<file path="src/rtl/gis_pkg.sv">
// gis_pkg: word types and constants shared by the gamepad input scanner
package gis_pkg;

	localparam int SUM_W    = 15;
	localparam int OFFSET_W = 12;
	localparam int DRIFT_W  = 15;
	localparam int TICKS_W  = 16;
	localparam int HELD_W   = 32;
	localparam int DPAD_W   = 4;
	localparam int BTN_W    = 13;
	localparam int MASK_W   = BTN_W + DPAD_W;
	localparam int AXIS_W   = 16;
	localparam int ADDR_W   = 5;
	localparam int DATA_W   = 32;

	localparam logic [2:0] REG_OFFSET_X        = 3'd0;
	localparam logic [2:0] REG_OFFSET_Y        = 3'd1;
	localparam logic [2:0] REG_DRIFT_BAND      = 3'd2;
	localparam logic [2:0] REG_PRESS_TICKS     = 3'd3;
	localparam logic [2:0] REG_LONG_TICKS      = 3'd4;
	localparam logic [2:0] REG_VERY_LONG_TICKS = 3'd5;
	localparam logic [2:0] REG_DPAD_AS_BUTTONS = 3'd6;

	localparam logic [2:0] EV_NONE      = 3'd0;
	localparam logic [2:0] EV_PRESS     = 3'd1;
	localparam logic [2:0] EV_LONG      = 3'd2;
	localparam logic [2:0] EV_VERY_LONG = 3'd3;
	localparam logic [2:0] EV_RELEASE   = 3'd4;

	localparam logic [1:0] LED_OFF    = 2'd0;
	localparam logic [1:0] LED_FAST   = 2'd1;
	localparam logic [1:0] LED_MEDIUM = 2'd2;
	localparam logic [1:0] LED_SLOW   = 2'd3;

	localparam logic [3:0] HAT_CENTRE     = 4'd0;
	localparam logic [3:0] HAT_UP         = 4'd1;
	localparam logic [3:0] HAT_UP_RIGHT   = 4'd2;
	localparam logic [3:0] HAT_RIGHT      = 4'd3;
	localparam logic [3:0] HAT_DOWN_RIGHT = 4'd4;
	localparam logic [3:0] HAT_DOWN       = 4'd5;
	localparam logic [3:0] HAT_DOWN_LEFT  = 4'd6;
	localparam logic [3:0] HAT_LEFT       = 4'd7;
	localparam logic [3:0] HAT_UP_LEFT    = 4'd8;

	typedef struct packed {
		logic [SUM_W-1:0]  x_sum;
		logic [SUM_W-1:0]  y_sum;
		logic [DPAD_W-1:0] dpad_levels;
		logic [BTN_W-1:0]  button_levels;
		logic              key_down;
		logic              link_up;
	} tick_t;

	typedef struct packed {
		logic signed [AXIS_W-1:0] x_report;
		logic signed [AXIS_W-1:0] y_report;
		logic                     x_moved;
		logic                     y_moved;
		logic [3:0]               hat_code;
		logic [MASK_W-1:0]        press_mask;
		logic [MASK_W-1:0]        release_mask;
		logic                     send_report;
		logic [2:0]               mgmt_event;
		logic [1:0]               led_pattern;
	} result_t;

endpackage

</file>
<file path="src/rtl/gis_axis_scale.sv">
// gis_axis_scale: piecewise scaling of one joystick sample sum to a signed axis value
module gis_axis_scale (
	input  logic [gis_pkg::SUM_W-1:0]           sum,
	input  logic [gis_pkg::OFFSET_W-1:0]        offset,
	output logic signed [gis_pkg::AXIS_W-1:0]   scaled
);

	logic [16:0]        v;
	logic [29:0]        prod_lo;
	logic [12:0]        q_lo;
	logic signed [18:0] d_lo;
	logic [16:0]        n_hi;
	logic [29:0]        prod_hi;
	logic [15:0]        q0_hi;
	logic [15:0]        r_hi;
	logic [15:0]        q_hi;
	logic [18:0]        h_hi;

	assign v = {2'b00, sum} + {2'b00, offset, 3'b000};

	// lower branch: v*7000/16384 - 7000, times eight
	assign prod_lo = 30'(v) * 30'd7000;
	assign q_lo    = prod_lo[26:14];
	assign d_lo    = $signed({3'b000, q_lo, 3'b000}) - 19'sd56000;

	// upper branch: (v-16385)*5000/16383, division by 2^14-1 with one correction
	assign n_hi    = v - 17'd16385;
	assign prod_hi = 30'(n_hi) * 30'd5000;
	assign q0_hi   = prod_hi[29:14];
	assign r_hi    = {2'b00, prod_hi[13:0]} + q0_hi;
	assign q_hi    = (r_hi >= 16'd16383) ? q0_hi + 16'd1 : q0_hi;
	assign h_hi    = {q_hi, 3'b000};

	always_comb begin
		if (v <= 17'd16384) begin
			if (d_lo < -19'sd32767) begin
				scaled = -16'sd32767;
			end else begin
				scaled = d_lo[15:0];
			end
		end else begin
			if (h_hi > 19'd32767) begin
				scaled = 16'sd32767;
			end else begin
				scaled = h_hi[15:0];
			end
		end
	end

endmodule

</file>
<file path="src/rtl/gamepad_input_scanner.sv">
// gamepad_input_scanner: poll tick processing for joystick, d-pad, buttons and management key
// Usage:
//   tick channel (tick_valid/tick_ready/tick) carries one poll word per tick: two joystick
//   sample sums, d-pad and button levels, management button level and link state.
//   rep channel (rep_valid/rep_ready/rep) returns one report word per tick word, in order.
//   The APB-style port sets the offsets, drift deadband, hold thresholds and d-pad mode;
//   write it only while no word is in flight.
// Pipeline and throughput:
//   three register stages: input register, scaled axis register, report register.
//   A report word is registered in the report register after its tick word passes the
//   input and scaled axis registers; one word per cycle is sustained while rep_ready is high,
//   set by the single pass through the axis scaler and the state update.
// Reset:
//   arst_n clears the pipeline, the last axis, d-pad and button levels, the hold counter
//   and the LED mode; registers return to their documented defaults.
// Stall:
//   while rep_ready is low the report word holds; earlier stages keep filling empty
//   slots, so up to two more tick words are taken before tick_ready drops.
module gamepad_input_scanner #(
	parameter int NUM_BUTTONS = 13
) (
	input  logic                          clk,
	input  logic                          arst_n,
	input  logic                          tick_valid,
	output logic                          tick_ready,
	input  gis_pkg::tick_t                tick,
	output logic                          rep_valid,
	input  logic                          rep_ready,
	output gis_pkg::result_t              rep,
	input  logic                          psel,
	input  logic                          penable,
	input  logic                          pwrite,
	input  logic [gis_pkg::ADDR_W-1:0]    paddr,
	input  logic [gis_pkg::DATA_W-1:0]    pwdata,
	output logic [gis_pkg::DATA_W-1:0]    prdata,
	output logic                          pready
);

	logic [gis_pkg::OFFSET_W-1:0] offset_x_q, offset_y_q;
	logic [gis_pkg::DRIFT_W-1:0]  drift_band_q;
	logic [gis_pkg::TICKS_W-1:0]  press_ticks_q, long_ticks_q, very_long_ticks_q;
	logic                         dpad_as_buttons_q;

	logic                         cfg_wr;
	logic [2:0]                   cfg_idx;

	logic                         v_s1, v_s2, v_s3;
	logic                         rdy1, rdy2, rdy3;
	gis_pkg::tick_t               tick_s1, tick_s2;
	logic signed [gis_pkg::AXIS_W-1:0] cx_s2, cy_s2;
	logic signed [gis_pkg::AXIS_W-1:0] cx_c, cy_c;
	gis_pkg::result_t             rep_s3;

	logic signed [gis_pkg::AXIS_W-1:0] last_x_q, last_y_q;
	logic [gis_pkg::DPAD_W-1:0]   last_dpad_q;
	logic [gis_pkg::BTN_W-1:0]    last_buttons_q;
	logic [gis_pkg::HELD_W-1:0]   held_q;
	logic                         was_pressed_q;
	logic [1:0]                   led_q;

	logic [gis_pkg::BTN_W-1:0]    btn_mask;
	logic [gis_pkg::BTN_W-1:0]    btn, bch;
	logic [gis_pkg::DPAD_W-1:0]   dch;
	logic signed [17:0]           x_lo, x_hi, y_lo, y_hi;
	logic                         xm, ym, changed;
	logic [gis_pkg::HELD_W-1:0]   held_inc, held_d;
	logic                         was_pressed_d;
	logic [2:0]                   ev;
	logic [1:0]                   led_d;
	logic [3:0]                   hat;
	gis_pkg::result_t             res_c;

	// configuration port
	assign pready  = 1'b1;
	assign cfg_wr  = psel & penable & pwrite & pready;
	assign cfg_idx = paddr[4:2];

	always_ff @(posedge clk or negedge arst_n) begin
		if (!arst_n) begin
			offset_x_q        <= '0;
			offset_y_q        <= '0;
			drift_band_q      <= 15'd100;
			press_ticks_q     <= 16'd5;
			long_ticks_q      <= 16'd300;
			very_long_ticks_q <= 16'd1000;
			dpad_as_buttons_q <= 1'b0;
		end else if (cfg_wr) begin
			case (cfg_idx)
				gis_pkg::REG_OFFSET_X:        offset_x_q        <= pwdata[11:0];
				gis_pkg::REG_OFFSET_Y:        offset_y_q        <= pwdata[11:0];
				gis_pkg::REG_DRIFT_BAND:      drift_band_q      <= pwdata[14:0];
				gis_pkg::REG_PRESS_TICKS:     press_ticks_q     <= pwdata[15:0];
				gis_pkg::REG_LONG_TICKS:      long_ticks_q      <= pwdata[15:0];
				gis_pkg::REG_VERY_LONG_TICKS: very_long_ticks_q <= pwdata[15:0];
				gis_pkg::REG_DPAD_AS_BUTTONS: dpad_as_buttons_q <= pwdata[0];
				default: ;
			endcase
		end
	end

	always_comb begin
		case (cfg_idx)
			gis_pkg::REG_OFFSET_X:        prdata = {20'd0, offset_x_q};
			gis_pkg::REG_OFFSET_Y:        prdata = {20'd0, offset_y_q};
			gis_pkg::REG_DRIFT_BAND:      prdata = {17'd0, drift_band_q};
			gis_pkg::REG_PRESS_TICKS:     prdata = {16'd0, press_ticks_q};
			gis_pkg::REG_LONG_TICKS:      prdata = {16'd0, long_ticks_q};
			gis_pkg::REG_VERY_LONG_TICKS: prdata = {16'd0, very_long_ticks_q};
			gis_pkg::REG_DPAD_AS_BUTTONS: prdata = {31'd0, dpad_as_buttons_q};
			default:                      prdata = '0;
		endcase
	end

	// pipeline handshake
	assign rdy3       = !v_s3 || rep_ready;
	assign rdy2       = !v_s2 || rdy3;
	assign rdy1       = !v_s1 || rdy2;
	assign tick_ready = rdy1;
	assign rep_valid  = v_s3;
	assign rep        = rep_s3;

	always_ff @(posedge clk or negedge arst_n) begin
		if (!arst_n) begin
			v_s1 <= 1'b0;
			v_s2 <= 1'b0;
			v_s3 <= 1'b0;
		end else begin
			if (rdy1) begin
				v_s1 <= tick_valid;
			end
			if (rdy2) begin
				v_s2 <= v_s1;
			end
			if (rdy3) begin
				v_s3 <= v_s2;
			end
		end
	end

	// stage 1: input word
	always_ff @(posedge clk) begin
		if (tick_valid && rdy1) begin
			tick_s1 <= tick;
		end
	end

	// stage 2: scaled axes
	gis_axis_scale u_scale_x (
		.sum    (tick_s1.x_sum),
		.offset (offset_x_q),
		.scaled (cx_c)
	);

	gis_axis_scale u_scale_y (
		.sum    (tick_s1.y_sum),
		.offset (offset_y_q),
		.scaled (cy_c)
	);

	always_ff @(posedge clk) begin
		if (v_s1 && rdy2) begin
			tick_s2 <= tick_s1;
			cx_s2   <= cx_c;
			cy_s2   <= cy_c;
		end
	end

	// stage 3: deadband, edge detection, management key timing
	always_comb begin
		for (int i = 0; i < gis_pkg::BTN_W; i++) begin
			btn_mask[i] = (i < NUM_BUTTONS);
		end
	end

	assign x_lo = 18'(cx_s2) - $signed({3'b000, drift_band_q});
	assign x_hi = 18'(cx_s2) + $signed({3'b000, drift_band_q});
	assign y_lo = 18'(cy_s2) - $signed({3'b000, drift_band_q});
	assign y_hi = 18'(cy_s2) + $signed({3'b000, drift_band_q});
	assign xm   = (x_lo > 18'(last_x_q)) || (x_hi < 18'(last_x_q));
	assign ym   = (y_lo > 18'(last_y_q)) || (y_hi < 18'(last_y_q));

	assign btn     = tick_s2.button_levels & btn_mask;
	assign bch     = btn ^ last_buttons_q;
	assign dch     = tick_s2.dpad_levels ^ last_dpad_q;
	assign changed = xm || ym || (|bch) || (|dch);

	always_comb begin
		logic up, down, left, right;
		up    = tick_s2.dpad_levels[0];
		down  = tick_s2.dpad_levels[1];
		left  = tick_s2.dpad_levels[2];
		right = tick_s2.dpad_levels[3];
		if (up && right) begin
			hat = gis_pkg::HAT_UP_RIGHT;
		end else if (down && right) begin
			hat = gis_pkg::HAT_DOWN_RIGHT;
		end else if (down && left) begin
			hat = gis_pkg::HAT_DOWN_LEFT;
		end else if (up && left) begin
			hat = gis_pkg::HAT_UP_LEFT;
		end else if (up) begin
			hat = gis_pkg::HAT_UP;
		end else if (right) begin
			hat = gis_pkg::HAT_RIGHT;
		end else if (down) begin
			hat = gis_pkg::HAT_DOWN;
		end else if (left) begin
			hat = gis_pkg::HAT_LEFT;
		end else begin
			hat = gis_pkg::HAT_CENTRE;
		end
	end

	assign held_inc = held_q + 32'd1;

	always_comb begin
		ev            = gis_pkg::EV_NONE;
		led_d         = led_q;
		held_d        = held_inc;
		was_pressed_d = 1'b1;
		if (!tick_s2.key_down) begin
			held_d        = '0;
			was_pressed_d = 1'b0;
			if (was_pressed_q && (held_q >= {16'd0, press_ticks_q})) begin
				ev    = gis_pkg::EV_RELEASE;
				led_d = gis_pkg::LED_OFF;
			end
		end else if (held_inc == {16'd0, very_long_ticks_q}) begin
			ev    = gis_pkg::EV_VERY_LONG;
			led_d = gis_pkg::LED_SLOW;
		end else if (held_inc == {16'd0, long_ticks_q}) begin
			ev    = gis_pkg::EV_LONG;
			led_d = gis_pkg::LED_MEDIUM;
		end else if (held_inc == {16'd0, press_ticks_q}) begin
			ev    = gis_pkg::EV_PRESS;
			led_d = gis_pkg::LED_FAST;
		end
	end

	always_comb begin
		res_c.x_report     = xm ? cx_s2 : last_x_q;
		res_c.y_report     = ym ? cy_s2 : last_y_q;
		res_c.x_moved      = xm;
		res_c.y_moved      = ym;
		res_c.hat_code     = hat;
		res_c.press_mask   = {dpad_as_buttons_q ? (dch & tick_s2.dpad_levels) : 4'd0,
			bch & btn};
		res_c.release_mask = {dpad_as_buttons_q ? (dch & ~tick_s2.dpad_levels) : 4'd0,
			bch & ~btn};
		res_c.send_report  = changed && tick_s2.link_up;
		res_c.mgmt_event   = ev;
		res_c.led_pattern  = led_d;
	end

	always_ff @(posedge clk or negedge arst_n) begin
		if (!arst_n) begin
			last_x_q       <= '0;
			last_y_q       <= '0;
			last_dpad_q    <= '0;
			last_buttons_q <= '0;
			held_q         <= '0;
			was_pressed_q  <= 1'b0;
			led_q          <= gis_pkg::LED_OFF;
		end else if (v_s2 && rdy3) begin
			last_x_q       <= res_c.x_report;
			last_y_q       <= res_c.y_report;
			last_dpad_q    <= tick_s2.dpad_levels;
			last_buttons_q <= btn;
			held_q         <= held_d;
			was_pressed_q  <= was_pressed_d;
			led_q          <= led_d;
		end
	end

	always_ff @(posedge clk) begin
		if (v_s2 && rdy3) begin
			rep_s3 <= res_c;
		end
	end

	// checks
	a_held_implies_pressed: assert property (@(posedge clk) disable iff (!arst_n)
		(held_q != '0) |-> was_pressed_q)
		else $error("hold counter running with key not down");

	a_press_release_disjoint: assert property (@(posedge clk) disable iff (!arst_n)
		v_s3 |-> ((rep_s3.press_mask & rep_s3.release_mask) == '0))
		else $error("same input both pressed and released");

	a_release_led_off: assert property (@(posedge clk) disable iff (!arst_n)
		(v_s3 && (rep_s3.mgmt_event == gis_pkg::EV_RELEASE)) |->
		(rep_s3.led_pattern == gis_pkg::LED_OFF))
		else $error("release event left led on");

	a_led_tracks_state: assert property (@(posedge clk) disable iff (!arst_n)
		v_s3 |-> (rep_s3.led_pattern == led_q))
		else $error("reported led mode differs from state");

	a_empty_front_ready: assert property (@(posedge clk) disable iff (!arst_n)
		!v_s1 |-> tick_ready)
		else $error("input stalled with empty input register");

endmodule
</file>
<file path="config.mk">
export PLATFORM = sky130hd
export DESIGN_NAME = gamepad_input_scanner
export DESIGN_NICKNAME = d
export VERILOG_FILES = /design/src/rtl/gis_pkg.sv /design/src/rtl/gis_axis_scale.sv /design/src/rtl/gamepad_input_scanner.sv
export SDC_FILE = /design/constraint.sdc
export NUM_CORES = 2
export LEC_CHECK = 0
export BUFFER_PORTS_ARGS = -buffer_cell sky130_fd_sc_hd__buf_4
export CAP_MARGIN = 20
export CORE_ASPECT_RATIO = 1.75
export CORE_MARGIN = 1
export CORE_UTILIZATION = 34
export DETAILED_ROUTE_END_ITERATION = 16
export PLACE_DENSITY_LB_ADDON = 0.05
export SLEW_MARGIN = 20
export SYNTH_ARGS = -nofsm -noshare
export SYNTH_HDL_FRONTEND = slang
export SYNTH_SLANG_ARGS = --single-unit
export TNS_END_PERCENT = 1
</file>
<file path="constraint.sdc">
create_clock -name clk -period 11.1 [get_ports clk]
set_clock_uncertainty 0.05 [all_clocks]
set_input_delay 0.555 -clock clk [delete_from_list [all_inputs] [get_ports clk]]
set_output_delay 0.555 -clock clk [all_outputs]
set_load 0.005 [all_outputs]
</file>
# Yosys cells after proc, flatten, opt, wreduce, memory -nomap -nowiden
# Cells that the tools add are included.
# totals
n_memories	0
mem_bits_rw	0
elab_cells	156
latch_bits	0
register_bits	353
mem_bits_ro	0
out_inout_bits	113
in_bits	93
# op_classes
mul	4
div	0
n_shift	0
muxes	30
magnitude_cmp	13
n_reduce_logical	32
n_eq_ne	9
addsub	15
bitwise	10
# op_table
operator	n
16-bit two-way mux	10
16-bit case mux with 7 select lines	1
32-bit by 16-bit == test with 1-bit output	3
17-bit by 10-bit multiplier with 27-bit output (second input constant)	2
17-bit by 10-bit multiplier with 24-bit output (second input constant)	2
19-bit by 15-bit > comparator with 1-bit output (second input constant)	2
19-bit by 16-bit less-than comparator with 1-bit output (second input constant)	2
16-bit by 16-bit adder with 17-bit output	2
17-bit by 16-bit > comparator with 1-bit output	2
17-bit by 15-bit <= comparator with 1-bit output (second input constant)	2
17-bit by 16-bit less-than comparator with 1-bit output	2
16-bit by 16-bit subtractor with 17-bit output	2
16-bit by 16-bit subtractor with 17-bit output (second input constant)	2
17-bit by 15-bit subtractor with 17-bit output (second input constant)	2
14-bit by 16-bit adder with 16-bit output	2
15-bit by 15-bit adder with 16-bit output	2
16-bit by 1-bit adder with 16-bit output (second input constant)	2
32-bit by 1-bit adder with 32-bit output (second input constant)	1
16-bit by 14-bit greater-or-equal comparator with 1-bit output (second input constant)	2
32-bit by 16-bit greater-or-equal comparator with 1-bit output	1
32-bit two-way mux	1
13-bit AND	2
3-bit two-way mux	8
2-bit two-way mux	7
other kinds (19)	49

# Longest topological paths before layout
# logic_depth
depth_word	9
depth_mapped	47
depth_no_buf	45

# Cells and area by module
# Synthesis repeated with hierarchy kept, for this count alone.
# hier_totals
cells_unflattened	3939
hier_area_um2	37962.7
# modules_own_cells
mod	n_inst	cells_each	area_each_um2	seq_area_each_um2
gamepad_input_scanner	1	1923	20751.2	9743.1
gis_axis_scale at u_scale_y	1	1047	8881.0	0.0
gis_axis_scale at u_scale_x	1	969	8330.5	0.0

# Worst setup path before layout
# OpenSTA, ideal clock, no wires.
# synth_timing
kind	register to register
startpoint	register offset_x_q[0] in the netlist's numbering
endpoint	register cx_s2[12] in the netlist's numbering, data pin
arrival_ns	9.597
setup_time_ns	0.128
path_buffers	1
required_time_ns	10.922
path_slack_ns	1.325
stages_incl_launch_ff	47
period_less_slack_ns	9.775
path_cell_list	dfrtp_1 > ha_1 > inv_1 > fa_1 > nor2b_1 > o21ai_0 > a21boi_0 > o21ai_0 > a21boi_0 > o21ai_0 > a21boi_0 > o21ai_0 > nand2b_1 > xor2_1 > inv_1 > ha_1 > and2_1 > nand2_1 > [11 not listed] > nand2_1 > a2111oi_2 > a21oi_1 > o311ai_4 > inv_1 > ha_1 > xor2_1 > nand3_1 > nor3_1 > nand3_1 > or4_1 > or2_1 > o2111ai_1 > o21ba_2 > a31oi_1 > buf_2 > o21ai_0 > a21bo_2
# synth_between
elab_chain_cells	9
word_cells_on_any_way	15
cone_classes	5 x add/sub; 2 x mul; 4 x order compare; 4 x mux
# synth_rtl
item	line_no	source
start: declaration	gamepad_input_scanner.sv:39	logic [gis_pkg::OFFSET_W-1:0] offset_x_q, offset_y_q;
start signal: assignment	gamepad_input_scanner.sv:89	gis_pkg::REG_OFFSET_X: offset_x_q <= pwdata[11:0];
15-bit by 15-bit adder with 16-bit output (*)	gis_axis_scale.sv:19	assign v = {2'b00, sum} + {2'b00, offset, 3'b000};
17-bit by 15-bit subtractor with 17-bit output	gis_axis_scale.sv:27	assign n_hi = v - 17'd16385;
17-bit by 10-bit multiplier with 27-bit output	gis_axis_scale.sv:28	assign prod_hi = 30'(n_hi) * 30'd5000;
14-bit by 16-bit adder with 16-bit output	gis_axis_scale.sv:30	assign r_hi = {2'b00, prod_hi[13:0]} + q0_hi;
16-bit by 14-bit greater-or-equal comparator with 1-bit output	gis_axis_scale.sv:31	assign q_hi = (r_hi >= 16'd16383) ? q0_hi + 16'd1 : q0_hi;
16-bit two-way mux	gis_axis_scale.sv:31	
19-bit by 15-bit > comparator with 1-bit output	gis_axis_scale.sv:42	if (h_hi > 19'd32767) begin
16-bit two-way mux	gis_axis_scale.sv:42	
16-bit two-way mux (*)	gis_axis_scale.sv:35	if (v <= 17'd16384) begin
via cx_c (one bit)	gamepad_input_scanner.sv:51	logic signed [gis_pkg::AXIS_W-1:0] cx_c, cy_c;
end signal: assignment	gamepad_input_scanner.sv:163	cx_s2 <= cx_c;
end: declaration	gamepad_input_scanner.sv:50	logic signed [gis_pkg::AXIS_W-1:0] cx_s2, cy_s2;
# The timed path passes the listed nets; every way through them passes the cells marked *.
# A chain may end at the register's enable or synchronous reset.

# Worst setup path after layout
# layout_timing
startpoint	register offset_x_q[0] in the netlist's numbering
endpoint	register cx_s2[14] in the netlist's numbering, data pin
# Same word-level chain as after synthesis.

==> run metrics <==
post-synthesis cell area=36,160 sq um; # setup viols final=0; Critical Path Source Type=register; total grt overflow=0; total global-route track usage=0.2075; post-layout min period=10.36 ns; Synth Register Bits=351; post-synth top area share=0.1934; die area=107,700 sq um; required time worst endpoint=~12 ns; TNS Setup=0 ns; crit-path most repeated cell=ha_1; Multi-input gate area=approximately 24,000 sq um; Fin. Hold Viols=0; Clock Sinks=351; CTS clock-pin slew for the worst setup and hold paths=0.07 ns; Starting Density=0.3440; WP buf/inv=4; period utilization=0.9329; CP arrival=10.78 ns; Filler Cells Inserted=10.62k; EDFF count, synth=176; port buffer count=170; iteration count of the initial detailed-routing pass=5; number of DRC markers in iteration 0=roughly 1.1k; area delta synth->final=13.18%; Yosys warnings=0; Worst-Skew Late Latency=0.62 ns; DP HPWL=91.80 mm; Setup crit end kind=register; CTS H-tree lvls=2; clk buf depth=3; worst hold-check path type=input port to register; sequential-to-total area share from yosys stat=0.2678; Post-Place Worst Slack=0.4253 ns; Fmax=96.57 MHz; crit path kind=register to register; commonest non-fill, non-tap cell in the layout=inv_1; Die H=433.4 um; total CTS buffers=41; Max Slew Vio Count=0; Async SR Flop Fraction=0.4986; most frequent cells in the layout=567 x inv_1, 559 x ha_1, 267 x nand2_1, 260 x buf_4, 196 x fa_1; core area=105,100 sq um; root buf cell=clkbuf_16; Worst path slowest cell=or4_1; NumNets Final=about 4.8k; Gate Count Post-Synth=3,739; worst slew pin tran=1.059 ns; Ports=roughly 200; max_slew headroom=0.2899; worst setup margin=around 0.74 ns; share of cells above drive strength 1=0.1284; syn_area_per_cell=9.670 sq um; die width=248.5 um; vias in the first global route=approximately 29k; Vias/cell=around 5; top cell type by total area after synthesis=ha_1; via count=27.11k; Netlist cell types=94; largest net degree at the start of global routing=95; maximum fanout along the worst path=11; Reg area=between 9000 and 10,000 sq um; outcome=finished clean; Final Wtd Congestion=about 0.9; first-pass GRT wire length=169.7 mm; Max-cap violations=0; routed wire length=111.6 mm; Residual DRC=0; antenna violations before repair=2; top_reg_cell synth=edfxtp_1; Max stage delay on crit path=a little under 0.6 ns; largest cells by area after synthesis=ha_1 19%, edfxtp_1 15%, dfrtp_1 11%; detailed-route wire length per cell=20.88 um; cell row count=~160; CP delay by family, top=adder cells; CTS tree=built; antenna viol nets, final=0
[state kept, by name, indices dropped and copies added (netlist names), 6 cells and up]
| register | cells |
|---|---|
| btn | 13 |
| cx_s2 | 15 |
| cy_s2 | 15 |
| drift_band_q | 15 |
| held_q | 32 |
| last_buttons_q | 13 |
| last_x_q | 16 |
| last_y_q | 16 |
| long_ticks_q | 16 |
| offset_x_q | 12 |
| offset_y_q | 12 |
| press_ticks_q | 16 |
| rep | 78 |
| tick_s1 | 49 |
| tick_s2 | 6 |
| very_long_ticks_q | 16 |
[area by class of cell]
cell class	count	area share
tap	1351	0.04130
inverter	568	0.05222
multi-input combinational	2735	0.5873
timing repair buffer	265	0.04962
clock inverter	24	0.006206
clock buffer	51	0.02672
antenna	1	0.00006115
sequential	351	0.2366
[per-stage QoR]
| step | area [sq um] | utilization | hold WS [ns] | instances |
|---|---|---|---|---|
| 5_1_grt | 40920 | 0.3894 | 0.04204 | 5346 |
| 2_1_floorplan | 36210 | - | 0.2094 | 3754 |
| 3_3_place_gp | 39490 | 0.3758 | 0.3522 | 5267 |
| 6_report | 40920 | 0.3894 | 0.06154 | 5346 |
| 3_5_place_dp | 39510 | 0.3759 | 0.3564 | 5268 |
| 4_1_cts | 40870 | 0.3888 | 0.02220 | 5344 |
[synthesized netlist by cell type (25+ instances only)]
| master | number |
|---|---|
| inv_1 | 568 |
| ha_1 | 559 |
| nand2_1 | 267 |
| fa_1 | 196 |
| xnor2_1 | 188 |
| edfxtp_1 | 176 |
| o21ai_0 | 175 |
| dfrtp_1 | 160 |
| a21oi_1 | 148 |
| nor2_1 | 141 |
| mux2_2 | 110 |
| xor2_1 | 92 |
| nand3_1 | 84 |
| clkbuf_1 | 67 |
| a21o_1 | 64 |
| nor3_1 | 64 |
| nand4_1 | 41 |
| o21a_1 | 39 |
| nor2b_1 | 36 |
| mux2i_1 | 30 |
| o22ai_1 | 28 |
| a211oi_1 | 27 |
| nand2b_1 | 27 |
| and2_1 | 26 |
| a31oi_1 | 25 |
| or3_1 | 25 |
[cell families (layout without fill, tap and decap cells)]
logic type      after synthesis  in the layout  share of synthesized area
fa+ha+maj                   755            755                     0.3020
other cells                   2             18                  0.0002077
mux                         145            145                    0.04568
simple gates                813            813                     0.1101
flops                       351            351                     0.2678
xor+xnor                    281            281                    0.06845
compound gates              724            724                     0.1344
buf+inv                     668            908                    0.07132
[metal layers]
metal / up-vias / global-route usage / share of wire
met5: - / 0 / 0
li1: 13401 / - / -
met3: 132 / 0.01662 / 0.021
met2: 377 / 0.4205 / 0.56
met1: 13204 / 0.2184 / 0.38
met4: 0 / 0.07789 / 0.038
[repair_timing]
item | CTS | global route
buffers inserted | 0 | 1
hold buffers | 1 | 0
hold endpoints to repair | 64 | 0
gates resized for setup | 0 | 13
endpoints found under the setup margin | 0 | 28
[worst paths after layout]
check	cells after the start	slack [ns]	endpoint	start
max	39	0.74	cx_s2[14]	offset_x_q[0]
min	1	0.06	tick_s1[21]	tick[21]
max reg2reg	39	0.74	cx_s2[14]	offset_x_q[0]
min reg2reg	0	0.37	btn[1]	tick_s1[3]
max in group asynchronous	4	8.42	offset_y_q[3]	arst_n
min in group asynchronous	2	0.49	last_x_q[12]	arst_n
Power is left out: the tool's default activity adds up to more than one toggle a clock period on the data nets, which glitch-free logic cannot reach.
